===== src/rtl/csv_field_boundary_scanner_unit_macros.svh =====
// Assertion macros used by the scanner core.
`ifndef CSV_FIELD_BOUNDARY_SCANNER_UNIT_MACROS_SVH
`define CSV_FIELD_BOUNDARY_SCANNER_UNIT_MACROS_SVH

// Same-cycle implication, disabled while reset is high.
`define CSVFB_ASSERT_NOW(label, clk, rst, ante, cons, msg) \
   label: assert property (@(posedge clk) disable iff (rst) (ante) |-> (cons)) else $error(msg);

// Next-cycle implication, disabled while reset is high.
`define CSVFB_ASSERT_NEXT(label, clk, rst, ante, cons, msg) \
   label: assert property (@(posedge clk) disable iff (rst) (ante) |=> (cons)) else $error(msg);

`endif


===== src/rtl/csvfb_pkg.sv =====
`timescale 1ns / 1ps

package csvfb_pkg;

   // Result field widths.
   localparam int unsigned COL_OUT_W = 11;
   localparam int unsigned ROW_OUT_W = 24;

   // Special characters.
   localparam logic [7:0] CH_BACKSLASH = 8'h5C;
   localparam logic [7:0] CH_DQUOTE    = 8'h22;
   localparam logic [7:0] CH_SQUOTE    = 8'h27;
   localparam logic [7:0] CH_NEWLINE   = 8'h0A;

   // Configuration register defaults.
   localparam logic [7:0] DELIMITER_RESET = 8'd44;
   localparam logic       BACKSLASH_RESET = 1'b1;
   localparam logic       DOUBLED_RESET   = 1'b0;
   localparam logic       SQUOTE_RESET    = 1'b1;

   // Configuration register indexes.
   typedef enum logic [1:0] {
      CSR_DELIMITER  = 2'd0,
      CSR_BACKSLASH  = 2'd1,
      CSR_DOUBLED_DQ = 2'd2,
      CSR_SQUOTE     = 2'd3
   } csr_index_type;

   // Boundary kinds reported with each byte.
   typedef enum logic [1:0] {
      BK_NONE    = 2'd0,
      BK_DELIM   = 2'd1,
      BK_NEWLINE = 2'd2,
      BK_END     = 2'd3
   } boundary_kind_type;

   typedef struct packed {
      logic [7:0] delimiter_char;
      logic       backslash_escape_on;
      logic       doubled_quote_escape_on;
      logic       single_quote_nest_on;
   } cfg_type;

   typedef struct packed {
      boundary_kind_type      boundary_kind;
      logic [COL_OUT_W-1:0]   column_index;
      logic [ROW_OUT_W-1:0]   row_index;
      logic [COL_OUT_W-1:0]   column_count;
      logic                   width_error;
      logic                   totals_valid;
   } rsp_type;

endpackage


===== src/rtl/csvfb_cfg_regs.sv =====
`timescale 1ns / 1ps

module csvfb_cfg_regs
   import csvfb_pkg::*;
(
   input  logic       clock,
   input  logic       reset,
   input  logic       csr_write_enable,
   input  logic [1:0] csr_index,
   input  logic [7:0] csr_write_data,
   output cfg_type    cfg
);

   cfg_type cfg_ff;
   cfg_type cfg_in;

   // Decode the register index and update the addressed field.
   always_comb begin
      cfg_in = cfg_ff;
      if (csr_write_enable) begin
         unique case (csr_index)
            CSR_DELIMITER:  cfg_in.delimiter_char          = csr_write_data;
            CSR_BACKSLASH:  cfg_in.backslash_escape_on     = csr_write_data[0];
            CSR_DOUBLED_DQ: cfg_in.doubled_quote_escape_on = csr_write_data[0];
            CSR_SQUOTE:     cfg_in.single_quote_nest_on    = csr_write_data[0];
            default:        cfg_in = cfg_ff;
         endcase
      end
   end

   always_ff @(posedge clock) begin
      if (reset) begin
         cfg_ff.delimiter_char          <= DELIMITER_RESET;
         cfg_ff.backslash_escape_on     <= BACKSLASH_RESET;
         cfg_ff.doubled_quote_escape_on <= DOUBLED_RESET;
         cfg_ff.single_quote_nest_on    <= SQUOTE_RESET;
      end else begin
         cfg_ff <= cfg_in;
      end
   end

   assign cfg = cfg_ff;

endmodule


===== src/rtl/csvfb_scan_core.sv =====
`timescale 1ns / 1ps

`include "csv_field_boundary_scanner_unit_macros.svh"

module csvfb_scan_core
   import csvfb_pkg::*;
#(
   parameter int unsigned MAX_COLUMNS = 1024,
   parameter int unsigned ROW_BITS    = 24
) (
   input  logic       clock,
   input  logic       reset,
   input  cfg_type    cfg,
   input  logic       step,
   input  logic [7:0] data_byte,
   input  logic [7:0] lookahead_byte,
   input  logic       last_byte,
   output rsp_type    result
);

   localparam int unsigned ColW = $clog2(MAX_COLUMNS + 1);
   localparam logic [ColW-1:0] ColMax = ColW'(MAX_COLUMNS);
   localparam logic [ROW_BITS-1:0] RowMax = {ROW_BITS{1'b1}};

   logic                dq_ff, dq_in;
   logic                sq_ff, sq_in;
   logic [7:0]          prev_ff, prev_in;
   logic [ColW-1:0]     col_ff, col_in;
   logic [ROW_BITS-1:0] row_ff, row_in;
   logic [ColW-1:0]     cpr_ff, cpr_in;
   logic                err_ff, err_in;

   boundary_kind_type   kind;
   logic                dq_upd, sq_upd;
   logic                escaped, quoted, close_row;
   logic [ColW-1:0]     col_inc, col_upd, cpr_upd;
   logic [ROW_BITS-1:0] row_upd;
   logic                err_upd;
   logic [15:0]         col_wide, cpr_wide;
   logic [31:0]         row_wide;

   assign escaped = (prev_ff == CH_BACKSLASH) && cfg.backslash_escape_on;
   assign quoted  = dq_ff || sq_ff;

   // Classify the byte and toggle quote state. Delimiter wins over quotes.
   always_comb begin
      kind   = BK_NONE;
      dq_upd = dq_ff;
      sq_upd = sq_ff;
      priority if (data_byte == cfg.delimiter_char) begin
         if (!escaped && !quoted) kind = BK_DELIM;
      end else if (data_byte == CH_DQUOTE) begin
         if (!sq_ff && !escaped &&
             !(cfg.doubled_quote_escape_on &&
               (prev_ff == CH_DQUOTE || lookahead_byte == CH_DQUOTE))) begin
            dq_upd = !dq_ff;
         end
      end else if (data_byte == CH_SQUOTE && cfg.single_quote_nest_on) begin
         if (!escaped) sq_upd = !sq_ff;
      end else if (data_byte == CH_NEWLINE) begin
         if (!quoted) kind = BK_NEWLINE;
      end else begin
         kind = BK_NONE;
      end
      if (kind == BK_NONE && last_byte) kind = BK_END;
   end

   // Column and row bookkeeping, saturating.
   assign close_row = (kind == BK_NEWLINE) || (kind == BK_END) ||
                      (kind == BK_DELIM && last_byte);
   assign col_inc   = (col_ff >= ColMax) ? ColMax : col_ff + 1'b1;

   always_comb begin
      col_upd = col_ff;
      cpr_upd = cpr_ff;
      err_upd = err_ff;
      row_upd = row_ff;
      if (close_row) begin
         col_upd = '0;
         if (row_ff == '0) begin
            cpr_upd = col_inc;
         end else if (col_inc != cpr_ff) begin
            err_upd = 1'b1;
         end
         if (row_ff != RowMax) row_upd = row_ff + 1'b1;
      end else if (kind == BK_DELIM) begin
         col_upd = col_inc;
      end
   end

   // Next state: a boundary clears quotes and the previous byte, and the
   // final byte of a buffer returns everything to its reset value.
   always_comb begin
      dq_in   = dq_ff;
      sq_in   = sq_ff;
      prev_in = prev_ff;
      col_in  = col_ff;
      row_in  = row_ff;
      cpr_in  = cpr_ff;
      err_in  = err_ff;
      if (step) begin
         if (last_byte) begin
            dq_in   = 1'b0;
            sq_in   = 1'b0;
            prev_in = '0;
            col_in  = '0;
            row_in  = '0;
            cpr_in  = '0;
            err_in  = 1'b0;
         end else begin
            dq_in   = (kind == BK_NONE) ? dq_upd : 1'b0;
            sq_in   = (kind == BK_NONE) ? sq_upd : 1'b0;
            prev_in = (kind == BK_NONE) ? data_byte : 8'h00;
            col_in  = col_upd;
            row_in  = row_upd;
            cpr_in  = cpr_upd;
            err_in  = err_upd;
         end
      end
   end

   always_ff @(posedge clock) begin
      if (reset) begin
         dq_ff   <= 1'b0;
         sq_ff   <= 1'b0;
         prev_ff <= '0;
         col_ff  <= '0;
         row_ff  <= '0;
         cpr_ff  <= '0;
         err_ff  <= 1'b0;
      end else begin
         dq_ff   <= dq_in;
         sq_ff   <= sq_in;
         prev_ff <= prev_in;
         col_ff  <= col_in;
         row_ff  <= row_in;
         cpr_ff  <= cpr_in;
         err_ff  <= err_in;
      end
   end

   // Fit the counters to the result field widths.
   assign col_wide = 16'(col_ff);
   assign cpr_wide = 16'(cpr_upd);
   assign row_wide = 32'(row_upd);

   assign result.boundary_kind = kind;
   assign result.column_index  = col_wide[COL_OUT_W-1:0];
   assign result.row_index     = row_wide[ROW_OUT_W-1:0];
   assign result.column_count  = cpr_wide[COL_OUT_W-1:0];
   assign result.width_error   = err_upd;
   assign result.totals_valid  = last_byte;

   `CSVFB_ASSERT_NEXT(a_last_clears, clock, reset, step && last_byte, (row_ff == '0) && (col_ff == '0) && !err_ff && !dq_ff && !sq_ff, "state not cleared after final byte")
   `CSVFB_ASSERT_NEXT(a_boundary_clears_quotes, clock, reset, step && (kind != BK_NONE), !dq_ff && !sq_ff && (prev_ff == 8'h00), "quote state kept across a boundary")
   `CSVFB_ASSERT_NEXT(a_error_sticky, clock, reset, err_ff && !(step && last_byte), err_ff, "width error dropped inside a buffer")
   `CSVFB_ASSERT_NOW(a_col_saturates, clock, reset, 1'b1, col_ff <= ColMax, "column counter past its limit")

endmodule


===== src/rtl/csv_field_boundary_scanner_unit.sv =====
`timescale 1ns / 1ps
// Each byte passes the input register, the scan core and the result register.
// Throughput: one byte per cycle unless results stall.
// Both the input register and the result register may hold a beat, so a stalled
// result does not stop the input side until both are full.
// Reset clears all scan state and loads the configuration register defaults.

module csv_field_boundary_scanner_unit
   import csvfb_pkg::*;
#(
   parameter int unsigned MAX_COLUMNS = 1024,
   parameter int unsigned ROW_BITS    = 24
) (
   input  logic                 clock,
   input  logic                 reset,
   // Configuration write port.
   input  logic                 csr_write_enable,
   input  logic [1:0]           csr_index,
   input  logic [7:0]           csr_write_data,
   // Input bytes.
   input  logic                 req_valid,
   output logic                 req_ready,
   input  logic [7:0]           req_data_byte,
   input  logic [7:0]           req_lookahead_byte,
   input  logic                 req_last_byte,
   // Results.
   output logic                 rsp_valid,
   input  logic                 rsp_ready,
   output logic [1:0]           rsp_boundary_kind,
   output logic [COL_OUT_W-1:0] rsp_column_index,
   output logic [ROW_OUT_W-1:0] rsp_row_index,
   output logic [COL_OUT_W-1:0] rsp_column_count,
   output logic                 rsp_width_error,
   output logic                 rsp_totals_valid
);

   cfg_type    cfg;
   rsp_type    core_result;

   logic       in_valid_ff, in_valid_in;
   logic [7:0] in_data_ff, in_data_in;
   logic [7:0] in_la_ff, in_la_in;
   logic       in_last_ff, in_last_in;
   logic       out_valid_ff, out_valid_in;
   rsp_type    out_ff, out_in;

   logic       out_free, step, req_fire;

   csvfb_cfg_regs u_cfg_regs (
      .clock            (clock),
      .reset            (reset),
      .csr_write_enable (csr_write_enable),
      .csr_index        (csr_index),
      .csr_write_data   (csr_write_data),
      .cfg              (cfg)
   );

   // The core processes the held beat whenever the result register can take it.
   assign out_free  = !out_valid_ff || rsp_ready;
   assign step      = in_valid_ff && out_free;
   assign req_ready = !in_valid_ff || out_free;
   assign req_fire  = req_valid && req_ready;

   csvfb_scan_core #(
      .MAX_COLUMNS (MAX_COLUMNS),
      .ROW_BITS    (ROW_BITS)
   ) u_scan_core (
      .clock          (clock),
      .reset          (reset),
      .cfg            (cfg),
      .step           (step),
      .data_byte      (in_data_ff),
      .lookahead_byte (in_la_ff),
      .last_byte      (in_last_ff),
      .result         (core_result)
   );

   // Input register.
   always_comb begin
      in_valid_in = in_valid_ff;
      in_data_in  = in_data_ff;
      in_la_in    = in_la_ff;
      in_last_in  = in_last_ff;
      if (req_fire) begin
         in_valid_in = 1'b1;
         in_data_in  = req_data_byte;
         in_la_in    = req_lookahead_byte;
         in_last_in  = req_last_byte;
      end else if (step) begin
         in_valid_in = 1'b0;
      end
   end

   // Result register.
   always_comb begin
      out_valid_in = out_valid_ff;
      out_in       = out_ff;
      if (step) begin
         out_valid_in = 1'b1;
         out_in       = core_result;
      end else if (rsp_ready) begin
         out_valid_in = 1'b0;
      end
   end

   always_ff @(posedge clock) begin
      if (reset) begin
         in_valid_ff  <= 1'b0;
         out_valid_ff <= 1'b0;
      end else begin
         in_valid_ff  <= in_valid_in;
         out_valid_ff <= out_valid_in;
      end
   end

   always_ff @(posedge clock) begin
      in_data_ff <= in_data_in;
      in_la_ff   <= in_la_in;
      in_last_ff <= in_last_in;
      out_ff     <= out_in;
   end

   assign rsp_valid         = out_valid_ff;
   assign rsp_boundary_kind = out_ff.boundary_kind;
   assign rsp_column_index  = out_ff.column_index;
   assign rsp_row_index     = out_ff.row_index;
   assign rsp_column_count  = out_ff.column_count;
   assign rsp_width_error   = out_ff.width_error;
   assign rsp_totals_valid  = out_ff.totals_valid;

endmodule


===== config.mk =====
export PLATFORM = sky130hd
export DESIGN_NAME = csv_field_boundary_scanner_unit
export DESIGN_NICKNAME = d
export VERILOG_FILES = /design/src/rtl/csvfb_pkg.sv /design/src/rtl/csvfb_cfg_regs.sv /design/src/rtl/csvfb_scan_core.sv /design/src/rtl/csv_field_boundary_scanner_unit.sv
export VERILOG_INCLUDE_DIRS = /design/src /design/src/rtl
export SDC_FILE = /design/constraint.sdc
export NUM_CORES = 1
export LEC_CHECK = 0
export ABC_AREA = 1
export ABC_CLOCK_PERIOD_IN_PS = 4500
export BUFFER_PORTS_ARGS = -buffer_cell sky130_fd_sc_hd__buf_2
export CORE_UTILIZATION = 59
export DETAILED_ROUTE_END_ITERATION = 10
export PLACE_DENSITY = 0.83
export REMOVE_ABC_BUFFERS = 1
export SYNTH_ARGS = -nofsm -noshare
export SYNTH_HDL_FRONTEND = slang
export SYNTH_SLANG_ARGS = --single-unit

===== constraint.sdc =====
create_clock -name clock -period 4.5 [get_ports clock]
set_input_delay 0.9 -clock clock [delete_from_list [all_inputs] [get_ports clock]]
set_output_delay 0.9 -clock clock [all_outputs]
set_load 0.02 [all_outputs]

==> results.toml <==
[status]
status = "complete, but fails checks"
violations = "DRC"

[place]
post-place-ws_ns = 1.78
place_inst = 1093
gp_congestion = 0.964
io_buffers = 83
dpl.hpwl_um = 10400

[sta]
tightest_slew_ns = 0.818
hold_viol = 0
period_share = 0.567
rsz0062_at_grt = "no"
drv_slew = 0
final.min_clock_period_ns = 2.55
max_freq_ghz = 0.392
setup_viol = 0
setup_ws_ns = 1.95
setup_tns_ns = 0
skew_ns = 0.00922
maxSlewHeadroom = 0.454

[clock_network]
cts_root_buf = "clkbuf_16"
clk_pin_slew_ns = 0.06
cts_resized = 0
cts_setup_buffers = 0
cts.sinks = 137
cts.path.max_buffers = 2
cts-htree-levels = 4
cts_hold_buffers = 0
numCtsBuffers = 17
worstSkewPairLatency_ns = 0.43
cts_tree = "yes"

[routing]
drt_pass1_iterations = 8
ant_nets = 0
wire_per_inst_um = 14.0
viasPerCell = 5.45
drc = 14
totalWireLength_um = 15700
drt_iter0_markers = 518
vias = 6135

[final_layout]
diodes = 0
syn_to_final_growth_pct = 14.4
drive_above_1_share = 0.184
fin_cells = 1125
final_nets = 1005

[setup_path]
cp-end-kind = "flop"
ff2ff_path_depth = 10
crit_type = "flop to flop"
startpoint_type = "flop"
critPathTopFamily = "simple AND/OR/NAND/NOR gates"
cp_cell_sequence = "or2_1, a21oi_2, nand3_2, nor2_1, nor2_1, nand2_2, nand2_1, inv_2, nor2_1, nor2_1"
crit_cells = 10
crit_buf_inv = 1
worstPathRequired_ns = 4.86
cp_common_cell = "nor2_1"
slowest_delay_ns = 0.44
cp_slowest_cell = "edfxtp_1"
worst_ep_arrival_time_ns = 2.91
critPathMaxFanout = 17

[die]
fp.dieH_um = 111
ios = 84
core_um2 = 11500
initial_core_util = 0.610
die_w_um = 111
rows = 39
die-area_um2 = 12400

[logic_synthesis]
synth.most_common_cell = "nand2_1"
synth-seq-cells = 137
synth_common_cells = "nand2_1 (284), nor2_1 (93), inv_1 (72)"
synth_warnings = 0
synthCells = 899
synth_top_area_frac = 0.286
avgSynthCellArea_um2 = 7.82
yosysUniqueCellTypes = 39
synth.yosys.seq_area_share = 0.486
yosys_most_used_dff = "dfxtp_1"
yosysTopAreaCell = "edfxtp_1"
syn-cell-area_um2 = 7030
yosys-top-cells-area = "edfxtp_1 (29%), dfxtp_1 (20%), nand2_1 (15%)"
synthArstFlopShare = 0
synth_edf_count = 67

[grt]
grt_max_degree = 60
grt_pass1_wl_um = 25800
grt_pass1_vias = 5468
grt_overflow = 0
grt_antenna_before_repair = 0
grt_use_total = 0.266

[power_and_ir_drop]
leakagePower_nw = 3.29
power.density_nw_per_um2 = 376
vdd_drop_max_v = 0.000253
fin_total_pwr_w = 0.00303

[min_path]
holdPathStages = 2
hp-class = "flop to flop"

[run]
drv_cap = 0
[state kept, by name, indices dropped and copies added, names as in the netlist, 2 cells and up]
register,flops
u_scan_core.row_ff,24
u_scan_core.prev_ff,8
in_data_ff,8
rsp_column_index,11
u_cfg_regs.cfg,11
u_scan_core.cpr_ff,11
rsp_boundary_kind,2
rsp_row_index,24
u_scan_core.col_ff,11
in_la_ff,8
rsp_column_count,11
[worst min-delay path, delay by kind of cell (launching register included)]
kind	cells	cell delay, ns
AND/OR/NAND/NOR	2	0.11
flip-flops	1	0.34
[cell type report]
type                    count  area (µm²)
clock inverters            14         173
repair buffers             88         453
well taps                 143         179
flip-flops and latches    137        3410
inverters                  85         319
clock buffers              18         439
fillers                   939        3480
multi-input cells         640        3060
[report_power, final]
part / total (W) / switching, W / internal, W
clock network: 0.00142 / 0.000538 / 0.000885
registers: 0.00139 / 0.0000284 / 0.00136
logic: 0.000215 / 0.000153 / 0.0000623
total: 0.00303 / 0.000719 / 0.00231
[cell usage in the layout (no fill, tap or decap), types with 17 or more instances in the layout]
master,instances
a21oi_1,49
nand3_1,53
nand2_1,284
inv_1,71
buf_2,83
nand4_1,26
o21ai_2,20
o21ai_0,34
dfxtp_1,70
clkbuf_16,17
edfxtp_1,67
nor2_1,92
[metal layers]
layer | part of all wire | vias to the layer above | global-route usage
li1 | - | 3082 | -
met1 | 0.43 | 2773 | 0.343
met2 | 0.47 | 254 | 0.421
met3 | 0.083 | 26 | 0.0733
met4 | 0.019 | 0 | 0.117
met5 | 0 | - | 0
[stage by stage]
step	util	area (µm²)	hold WS, ns
4_1_cts	0.698	8040	0.484
3_5_place_dp	0.645	7430	0.475
6_report	0.698	8040	0.484
3_3_place_gp	0.645	7430	0.454
2_1_floorplan	-	6790	0.443
5_1_grt	0.698	8040	0.505
[worst paths after layout]
kind                                                startpoint                                  end  slack, ns
worst max register to register         in_data_ff[5]$_DFFE_PP_  u_scan_core.col_ff[10]$_SDFFE_PP0P_       1.95
worst max-delay path                   in_data_ff[5]$_DFFE_PP_  u_scan_core.col_ff[10]$_SDFFE_PP0P_       1.95
worst min register to register  u_cfg_regs.cfg[8]$_SDFFE_PP1P_       u_cfg_regs.cfg[8]$_SDFFE_PP1P_       0.48
worst min-delay path            u_cfg_regs.cfg[8]$_SDFFE_PP1P_       u_cfg_regs.cfg[8]$_SDFFE_PP1P_       0.48
[kinds of logic after synthesis]
family          count (synthesis)  share of synthesized area
simple gates                  503                      0.309
flops                         137                      0.486
buf+inv                       122                     0.0790
compound gates                116                     0.0984
xor+xnor                       17                     0.0212
fa+ha+maj                       4                    0.00712
(Power assumes the default switching activity.)
